--- src/sv/disparity_hole_fill_row_unit_defines.svh ---
// assertion macros shared by the hole fill row unit
`ifndef DISPARITY_HOLE_FILL_ROW_UNIT_DEFINES_SVH
`define DISPARITY_HOLE_FILL_ROW_UNIT_DEFINES_SVH

// same-cycle implication, checked outside reset
`define DHF_ASSERT_NOW(label, clk, rst_n, ante, cons, msg) \
    label: assert property (@(posedge clk) disable iff (!(rst_n)) (ante) |-> (cons)) \
        else $error(msg);

// next-cycle implication, checked outside reset
`define DHF_ASSERT_NEXT(label, clk, rst_n, ante, cons, msg) \
    label: assert property (@(posedge clk) disable iff (!(rst_n)) (ante) |=> (cons)) \
        else $error(msg);

`endif

--- src/sv/dhf_pkg.sv ---
// types and constants of the disparity hole fill row unit
`default_nettype none
package dhf_pkg;

    localparam int PIX_W    = 16;
    localparam int CNT_W    = 11;
    localparam int FILL_W   = 10;
    localparam int TOT_W    = 21;
    localparam int CFG_W    = 11;
    localparam int SKIP_W   = 10;
    localparam int CFG_IDX_W = 2;

    localparam logic [PIX_W-1:0] INVALID_CODE = 16'hFFF0;
    localparam logic [TOT_W-1:0] TOTAL_MAX    = 21'h1FFFFF;

    localparam logic [CFG_W-1:0]  ROW_WIDTH_RST = 11'd640;
    localparam logic [CFG_W-1:0]  ROW_COUNT_RST = 11'd480;
    localparam logic [SKIP_W-1:0] SKIP_RST      = 10'd0;

    typedef enum logic [CFG_IDX_W-1:0] {
        CFG_ROW_WIDTH = 2'd0,
        CFG_ROW_COUNT = 2'd1,
        CFG_SKIP_COLS = 2'd2
    } t_cfg_idx;

endpackage
`default_nettype wire

--- src/sv/dhf_pix_if.sv ---
// input channel carrying one disparity pixel per item
`default_nettype none
interface dhf_pix_if;
    import dhf_pkg::*;

    logic                     valid;
    logic                     ready;
    logic signed [PIX_W-1:0]  disparity;

    modport source (output valid, output disparity, input ready);
    modport sink   (input valid, input disparity, output ready);
endinterface
`default_nettype wire

--- src/sv/dhf_res_if.sv ---
// output channel carrying one run-length coded result per item
`default_nettype none
interface dhf_res_if;
    import dhf_pkg::*;

    logic                     valid;
    logic                     ready;
    logic signed [PIX_W-1:0]  fill_value;
    logic [CNT_W-1:0]         repeat_count;
    logic [FILL_W-1:0]        filled_here;
    logic [TOT_W-1:0]         filled_total;
    logic                     end_of_row;
    logic                     end_of_map;

    modport source (output valid, output fill_value, output repeat_count,
                    output filled_here, output filled_total, output end_of_row,
                    output end_of_map, input ready);
    modport sink   (input valid, input fill_value, input repeat_count,
                    input filled_here, input filled_total, input end_of_row,
                    input end_of_map, output ready);
endinterface
`default_nettype wire

--- src/sv/disparity_hole_fill_row_unit.sv ---
// disparity hole fill per row with run-length coded results
//
//   channel   dir  payload                                        handshake
//   i_pix     in   disparity                                      valid/ready
//   o_res     out  fill_value repeat_count filled_here            valid/ready
//                  filled_total end_of_row end_of_map
//   i_cfg     in   i_cfg_idx i_cfg_data                           i_cfg_we
//
// one pixel per cycle unless o_res stalls: the decision and counter
// updates sit between the input handshake and a single result register
// pixels inside a fill run give no result; the closing pixel gives one
// input is taken whenever the result register is empty or being drained
// synchronous active-low reset clears position, run and total state and
// loads the geometry registers with 640 x 480, no skipped columns
`default_nettype none
`include "disparity_hole_fill_row_unit_defines.svh"
module disparity_hole_fill_row_unit #(
    parameter int MAX_WIDTH  = 1024,
    parameter int MAX_HEIGHT = 1024
) (
    input  wire logic                            i_clk,
    input  wire logic                            i_rst_n,
    dhf_pix_if.sink                              i_pix,
    dhf_res_if.source                            o_res,
    input  wire logic                            i_cfg_we,
    input  wire logic [dhf_pkg::CFG_IDX_W-1:0]   i_cfg_idx,
    input  wire logic [dhf_pkg::CFG_W-1:0]       i_cfg_data
);
    import dhf_pkg::*;

    localparam int CIW  = $clog2(MAX_WIDTH);
    localparam int RIW  = (MAX_HEIGHT > 1) ? $clog2(MAX_HEIGHT) : 1;
    localparam int RLW  = $clog2(MAX_WIDTH + 1);
    localparam int WDW0 = $clog2(MAX_WIDTH + 1);
    localparam int HDW0 = $clog2(MAX_HEIGHT + 1);
    localparam int WDW  = (WDW0 > CFG_W) ? WDW0 : CFG_W;
    localparam int HDW  = (HDW0 > CFG_W) ? HDW0 : CFG_W;
    localparam int SCW  = (CIW > SKIP_W) ? CIW : SKIP_W;

    // geometry registers
    logic [CFG_W-1:0]  r_row_width;
    logic [CFG_W-1:0]  r_row_count;
    logic [SKIP_W-1:0] r_skip;

    // row and run state
    logic [CIW-1:0]    r_col, n_col;
    logic [RIW-1:0]    r_row, n_row;
    logic              r_past_lead, n_past_lead;
    logic              r_inside_run, n_inside_run;
    logic [RLW-1:0]    r_run_len, n_run_len;
    logic [TOT_W-1:0]  r_total, n_total;

    // result register
    logic                     r_out_valid;
    logic signed [PIX_W-1:0]  r_fill_value;
    logic [CNT_W-1:0]         r_repeat_count;
    logic [FILL_W-1:0]        r_filled_here;
    logic [TOT_W-1:0]         r_filled_total;
    logic                     r_end_of_row;
    logic                     r_end_of_map;

    logic              w_in_ready;
    logic              w_take;
    logic              w_emit;
    logic              w_marker;
    logic              w_negative;
    logic [WDW-1:0]    w_width;
    logic [HDW-1:0]    w_height;
    logic              w_end_row;
    logic              w_end_map;
    logic [RLW-1:0]    w_run_used;
    logic [RLW-1:0]    w_count;
    logic [TOT_W:0]    w_total_sum;
    logic [TOT_W-1:0]  w_total_sat;

    assign w_in_ready = !r_out_valid || o_res.ready;
    assign w_take     = i_pix.valid && w_in_ready;
    assign w_marker   = (i_pix.disparity == INVALID_CODE);
    assign w_negative = i_pix.disparity[PIX_W-1];

    // clamp geometry into 1..MAX
    always_comb begin
        w_width = WDW'(r_row_width);
        if (w_width == '0) begin
            w_width = WDW'(1);
        end else if (w_width > WDW'(MAX_WIDTH)) begin
            w_width = WDW'(MAX_WIDTH);
        end
        w_height = HDW'(r_row_count);
        if (w_height == '0) begin
            w_height = HDW'(1);
        end else if (w_height > HDW'(MAX_HEIGHT)) begin
            w_height = HDW'(MAX_HEIGHT);
        end
    end

    assign w_end_row   = (WDW'(r_col) + WDW'(1)) >= w_width;
    assign w_end_map   = w_end_row && ((HDW'(r_row) + HDW'(1)) >= w_height);
    assign w_run_used  = r_inside_run ? r_run_len : '0;
    assign w_count     = w_run_used + RLW'(1);
    assign w_total_sum = (TOT_W+1)'(r_total) + (TOT_W+1)'(w_run_used);
    assign w_total_sat = w_total_sum[TOT_W] ? TOTAL_MAX : w_total_sum[TOT_W-1:0];

    always_comb begin
        n_col        = r_col;
        n_row        = r_row;
        n_past_lead  = r_past_lead;
        n_inside_run = r_inside_run;
        n_run_len    = r_run_len;
        n_total      = r_total;
        w_emit       = 1'b0;
        if (w_take) begin
            if (r_inside_run) begin
                if (w_negative && !w_end_row) begin
                    n_run_len = r_run_len + RLW'(1);
                    n_col     = r_col + CIW'(1);
                end else begin
                    w_emit       = 1'b1;
                    n_inside_run = 1'b0;
                    n_run_len    = '0;
                end
            end else if (SCW'(r_col) < SCW'(r_skip)) begin
                w_emit = 1'b1;
            end else if (!r_past_lead) begin
                if (!w_marker) begin
                    n_past_lead = 1'b1;
                end
                w_emit = 1'b1;
            end else if (w_marker && !w_end_row) begin
                // marker opens a run
                n_inside_run = 1'b1;
                n_run_len    = RLW'(1);
                n_col        = r_col + CIW'(1);
            end else begin
                w_emit = 1'b1;
            end

            if (w_emit) begin
                n_total = w_total_sat;
                if (w_end_row) begin
                    n_col        = '0;
                    n_past_lead  = 1'b0;
                    n_inside_run = 1'b0;
                    n_run_len    = '0;
                    if (w_end_map) begin
                        n_row   = '0;
                        n_total = '0;
                    end else begin
                        n_row = r_row + RIW'(1);
                    end
                end else begin
                    n_col = r_col + CIW'(1);
                end
            end
        end
    end

    always_ff @(posedge i_clk) begin
        if (!i_rst_n) begin
            r_row_width <= ROW_WIDTH_RST;
            r_row_count <= ROW_COUNT_RST;
            r_skip      <= SKIP_RST;
        end else if (i_cfg_we) begin
            unique case (i_cfg_idx)
                CFG_ROW_WIDTH: r_row_width <= i_cfg_data;
                CFG_ROW_COUNT: r_row_count <= i_cfg_data;
                CFG_SKIP_COLS: r_skip      <= i_cfg_data[SKIP_W-1:0];
                default: begin
                end
            endcase
        end
    end

    always_ff @(posedge i_clk) begin
        if (!i_rst_n) begin
            r_col        <= '0;
            r_row        <= '0;
            r_past_lead  <= 1'b0;
            r_inside_run <= 1'b0;
            r_run_len    <= '0;
            r_total      <= '0;
            r_out_valid  <= 1'b0;
        end else begin
            r_col        <= n_col;
            r_row        <= n_row;
            r_past_lead  <= n_past_lead;
            r_inside_run <= n_inside_run;
            r_run_len    <= n_run_len;
            r_total      <= n_total;
            if (w_in_ready) begin
                r_out_valid <= w_take && w_emit;
            end
        end
    end

    always_ff @(posedge i_clk) begin
        if (w_take && w_emit) begin
            r_fill_value   <= i_pix.disparity;
            r_repeat_count <= CNT_W'(w_count);
            r_filled_here  <= FILL_W'(w_run_used);
            r_filled_total <= w_total_sat;
            r_end_of_row   <= w_end_row;
            r_end_of_map   <= w_end_map;
        end
    end

    assign i_pix.ready        = w_in_ready;
    assign o_res.valid        = r_out_valid;
    assign o_res.fill_value   = r_fill_value;
    assign o_res.repeat_count = r_repeat_count;
    assign o_res.filled_here  = r_filled_here;
    assign o_res.filled_total = r_filled_total;
    assign o_res.end_of_row   = r_end_of_row;
    assign o_res.end_of_map   = r_end_of_map;

    `DHF_ASSERT_NOW(a_map_ends_row, i_clk, i_rst_n, o_res.valid && o_res.end_of_map,
        o_res.end_of_row, "end of map without end of row")
    `DHF_ASSERT_NOW(a_count_matches_filled, i_clk, i_rst_n, o_res.valid,
        o_res.repeat_count[FILL_W-1:0] == (o_res.filled_here + FILL_W'(1)),
        "repeat count disagrees with filled count")
    `DHF_ASSERT_NOW(a_run_after_lead, i_clk, i_rst_n, r_inside_run,
        r_past_lead && (r_run_len != '0), "run open before leading markers ended")
    `DHF_ASSERT_NEXT(a_frame_restart, i_clk, i_rst_n, w_take && w_emit && w_end_map,
        (r_row == '0) && (r_total == '0) && (r_col == '0), "frame state not cleared")

endmodule
`default_nettype wire

--- src/flat_wrapper.sv ---
// flat-port wrapper written by rule: the top's interface ports become plain ports
module disparity_hole_fill_row_unit_flat import dhf_pkg::*;
#(
    parameter int MAX_WIDTH  = 1024,
    parameter int MAX_HEIGHT = 1024
)
  (i_clk, i_rst_n, i_cfg_we, i_cfg_idx, i_cfg_data, i_pix_valid, i_pix_disparity, i_pix_ready, o_res_valid, o_res_fill_value, o_res_repeat_count, o_res_filled_here, o_res_filled_total, o_res_end_of_row, o_res_end_of_map, o_res_ready);
  dhf_pix_if i_pix_i ();
  dhf_res_if o_res_i ();
  input  wire logic i_clk;
  input  wire logic i_rst_n;
  input  wire logic i_cfg_we;
  input  wire logic [dhf_pkg::CFG_IDX_W-1:0] i_cfg_idx;
  input  wire logic [dhf_pkg::CFG_W-1:0] i_cfg_data;
  input wire logic [$bits(i_pix_i.valid)-1:0] i_pix_valid;
  input wire logic [$bits(i_pix_i.disparity)-1:0] i_pix_disparity;
  output wire logic [$bits(i_pix_i.ready)-1:0] i_pix_ready;
  output wire logic [$bits(o_res_i.valid)-1:0] o_res_valid;
  output wire logic [$bits(o_res_i.fill_value)-1:0] o_res_fill_value;
  output wire logic [$bits(o_res_i.repeat_count)-1:0] o_res_repeat_count;
  output wire logic [$bits(o_res_i.filled_here)-1:0] o_res_filled_here;
  output wire logic [$bits(o_res_i.filled_total)-1:0] o_res_filled_total;
  output wire logic [$bits(o_res_i.end_of_row)-1:0] o_res_end_of_row;
  output wire logic [$bits(o_res_i.end_of_map)-1:0] o_res_end_of_map;
  input wire logic [$bits(o_res_i.ready)-1:0] o_res_ready;
  assign i_pix_i.valid = i_pix_valid;
  assign i_pix_i.disparity = i_pix_disparity;
  assign i_pix_ready = i_pix_i.ready;
  assign o_res_valid = o_res_i.valid;
  assign o_res_fill_value = o_res_i.fill_value;
  assign o_res_repeat_count = o_res_i.repeat_count;
  assign o_res_filled_here = o_res_i.filled_here;
  assign o_res_filled_total = o_res_i.filled_total;
  assign o_res_end_of_row = o_res_i.end_of_row;
  assign o_res_end_of_map = o_res_i.end_of_map;
  assign o_res_i.ready = o_res_ready;
  disparity_hole_fill_row_unit #(.MAX_WIDTH(MAX_WIDTH), .MAX_HEIGHT(MAX_HEIGHT)) u_core (.i_clk(i_clk), .i_rst_n(i_rst_n), .i_pix(i_pix_i), .o_res(o_res_i), .i_cfg_we(i_cfg_we), .i_cfg_idx(i_cfg_idx), .i_cfg_data(i_cfg_data));
endmodule
--- config.mk ---
export PLATFORM = sky130hd
export DESIGN_NAME = disparity_hole_fill_row_unit_flat
export DESIGN_NICKNAME = d
export VERILOG_FILES = /design/src/sv/dhf_pkg.sv /design/src/sv/dhf_pix_if.sv /design/src/sv/dhf_res_if.sv /design/src/sv/disparity_hole_fill_row_unit.sv /design/src/flat_wrapper.sv
export VERILOG_INCLUDE_DIRS = /design/src /design/src/sv
export SDC_FILE = /design/constraint.sdc
export NUM_CORES = 1
export LEC_CHECK = 0
export BUFFER_PORTS_ARGS = -buffer_cell sky130_fd_sc_hd__buf_2
export CAP_MARGIN = 20
export CORE_ASPECT_RATIO = 2
export CORE_MARGIN = 2
export CORE_UTILIZATION = 63
export DETAILED_ROUTE_END_ITERATION = 12
export PLACE_DENSITY_LB_ADDON = 0.15
export SETUP_SLACK_MARGIN = 0.15
export SYNTH_ARGS = -nofsm -noshare
export SYNTH_HDL_FRONTEND = slang
export SYNTH_SLANG_ARGS = --single-unit
--- constraint.sdc ---
create_clock -name i_clk -period 14.26 [get_ports i_clk]
set_input_delay 0.713 -clock i_clk [delete_from_list [all_inputs] [get_ports i_clk]]
set_output_delay 0.713 -clock i_clk [all_outputs]
set_load 0.05 [all_outputs]
==> results.json <==
{
  "status": "finished clean",
  "wirelength_um": 18500,
  "worst_slack_ps": 9970,
  "worstPathCellList": "and3_1, and3_1, and3_1, nand3_1, xnor2_1, ha_1, a21oi_1, nand2_1, a211o_1, o221ai_1, and4_1, o21ba_1, a22o_2",
  "dr.pass1.iters": 5,
  "gp_congestion": 0.963,
  "cts_resized": 0,
  "clock_path_buffers": 2,
  "synth_edf_count": 60,
  "die-area_um2": 12800,
  "timing_hold_violations_final": 0,
  "num_vias": 6325,
  "die_x_um": 81.1,
  "ctsHoldBuffers": 0,
  "synth_top_cell_by_area": "edfxtp_1",
  "antenna_left": 0,
  "critPathArrivalTime_ps": 4650,
  "rows": 56,
  "synth_seq_cells": 147,
  "grt_pass1_vias": 6370,
  "grt_overflow": 0,
  "crit_path_max_incr_delay_ps": 720,
  "async_flop_share_pct": 0,
  "synth_cell_types": 64,
  "drt_iter0_markers": 419,
  "seqCellArea_um2": 3540,
  "finalSetupTns_ps": 0,
  "clk_pin_slew_ps": 60,
  "netlist_top_cells_count": "104 x nand2_1, 87 x dfxtp_1, 60 x edfxtp_1",
  "max_slew_margin_pct": 32.0,
  "num_antenna_cells": 0,
  "finalCriticalPeriod_ps": 4290,
  "initial_utilization_pct": 64.4,
  "cts_tree": "done",
  "syn_avg_cell_area_um2": 9.64,
  "rsz0062_at_grt": "no",
  "syn-num-nets": 858,
  "htreeDepth": 4,
  "path_class": "flop to flop",
  "seq_area_frac_synth_pct": 47.3,
  "die_h_um": 158,
  "fin_nets": 942,
  "synth_area_leaders": "edfxtp_1 24%, dfxtp_1 23%, ha_1 7.7%",
  "synth_area_um2": 7490,
  "post_cts_buffers": 0,
  "fin_total_pwr_mw": 0.983,
  "yosysMostFrequentCell": "nand2_1",
  "place_ws_ps": 9980,
  "critPathSlowestCell": "o21ba_1",
  "worst_pin_slew_ps": 1010,
  "drc": 0,
  "grt_pass1_wl_um": 29500,
  "max-cap-violations": 0,
  "crit_path_end_kind": "flop",
  "worstPathMaxFanout": 19,
  "drive_above_1_share_pct": 17.8,
  "io_pins": 96,
  "design.core.area_um2": 11600,
  "fmax_mhz": 233,
  "multiInputGateArea_um2": 3700,
  "internal_power_mw": 0.723,
  "final.period_utilization_pct": 30.1,
  "via_per_inst": 6.21,
  "antenna_found_initial": 0,
  "cts_made_buffers": 17,
  "port_buffers": 95,
  "grt_usage_pct": 30.2,
  "start_kind": "flop",
  "cts.sinks": 147,
  "clkPwrFrac_pct": 43.5,
  "yosys_warnings": 0,
  "crit_top_cell": "and3_1",
  "dp_hpwl_um": 13800,
  "synthToLayoutAreaGrowth_pct": 14.8,
  "worst-path-buf-inv": 0,
  "n_fill_cell": 884,
  "switching_share_pct": 26.4,
  "cpLargestDelayFamily": "compound AO/OA/AOI/OAI gates",
  "seq_power_share_pct": 46.7,
  "root_buffer": "clkbuf_16",
  "power.leakage_nw": 3.74,
  "peakVddDrop_uv": 93.7,
  "wire_per_inst_um": 18.1,
  "fin_worst_skew_ps": 7.46,
  "required_ps": 14620,
  "synth_top_area_share_pct": 24.1,
  "worst_skew_pair.late_latency_ps": 420,
  "ys.flop_type": "dfxtp_1",
  "syn_inst": 777,
  "grt_max_degree": 48,
  "slew_violations": 0,
  "pwr-share-comb_pct": 9.8,
  "hold_class": "flop to flop",
  "p_switching_mw": 0.260,
  "setup_viol": 0,
  "p_per_area_nw_per_um2": 114
}
==> metal layers <==
metal  track usage, %  routed length (um)  up-vias
li1                 -                   -     3012
met1             27.9                6230     3022
met2             58.0               10600      228
met3             5.82                 736       63
met4             17.9                 928        0
met5                0                   0        -
==> power groups by stage <==
stage,registers (mW),clock network [mW],logic (mW)
floorplan,0.502,0,0.0359
global placement,0.468,0,0.0930
detailed placement,0.468,0,0.0950
CTS,0.459,0.431,0.0955
global route,0.461,0.446,0.102
finish,0.459,0.428,0.0959
==> layout make-up <==
type                       instances  share of cell area [%]
inverter                          23                    1.00
sequential                       147                    41.2
timing repair buffer             100                    5.94
tap                              145                    2.11
multi-input combinational        572                    43.1
clock inverter                    13                    1.47
clock buffer                      19                    5.15
==> final timing paths <==
path,start,end,slack (ps),depth (start not counted)
worst max-delay path,u_core.r_col[2]$_SDFFE_PN0P_,u_core.r_total[6]$_SDFFE_PN0P_,9970,13
worst min-delay path,u_core.r_row_width[5]$_SDFFE_PN0P_,u_core.r_row_width[5]$_SDFFE_PN0P_,470,2
worst max register to register,u_core.r_col[2]$_SDFFE_PN0P_,u_core.r_total[6]$_SDFFE_PN0P_,9970,13
worst min register to register,u_core.r_row_width[5]$_SDFFE_PN0P_,u_core.r_row_width[5]$_SDFFE_PN0P_,470,2
==> kinds of logic (layout without fill, tap and decap cells) <==
kind of cell	after synthesis	after routing	share of synthesized area (%)
fa+ha+maj	47	47	7.95
buf+inv	58	155	3.32
xor+xnor	33	33	3.86
compound gates	185	185	16.1
simple gates	294	294	19.7
mux	13	13	1.77
flops	147	147	47.3
==> state kept, by name, summed over array words and instances (netlist names), 10 cells and up <==
signal	count
u_core.r_run_len	11
u_core.o_res.repeat_count	11
u_core.r_row_count	11
u_core.o_res.filled_here	10
u_core.o_res.filled_total	21
u_core.o_res.fill_value	16
u_core.r_skip	10
u_core.r_col	10
u_core.r_row	10
u_core.r_row_width	11
u_core.r_total	21
==> cells in the final DEF (no fill, tap or decap), types with 7 or more instances in the layout <==
cell type / netlist / routed
nand2_1: 104 / 104
buf_2: 1 / 95
dfxtp_1: 87 / 87
edfxtp_1: 60 / 60
a21oi_1: 58 / 58
ha_1: 46 / 46
o21ai_0: 41 / 41
nor2_1: 40 / 39
nand3_1: 37 / 37
and2_1: 22 / 22
inv_1: 21 / 21
xnor2_1: 17 / 17
nor3_1: 17 / 17
clkbuf_16: 0 / 17
and3_1: 16 / 16
xor2_1: 16 / 16
mux2i_1: 11 / 11
nand3b_1: 10 / 10
a22o_1: 10 / 10
nand2b_1: 9 / 9
a21o_1: 9 / 9
a31oi_1: 9 / 9
nand4_1: 8 / 8
o21a_1: 8 / 8
a22o_2: 8 / 8
o211ai_1: 7 / 7
==> metrics by stage <==
step	util, %	hold WS [ps]	cells	area [um^2]
CTS	73.8	475	1017	8580
global route	73.9	476	1019	8590
finish	73.9	473	1019	8590
floorplan	-	446	777	7490
detailed placement	68.9	464	985	8010
global placement	68.9	459	985	8010
==> worst register-to-register path: stages, from the launching register on <==
cell	delay (ps)
dfxtp_1	410
and3_1	260
and3_1	250
and3_1	270
nand3_1	120
xnor2_1	230
ha_1	300
a21oi_1	180
nand2_1	120
a211o_1	310
o221ai_1	400
and4_1	390
o21ba_1	720
a22o_2	290
No activity file was read; power rests on OpenSTA's default activity.
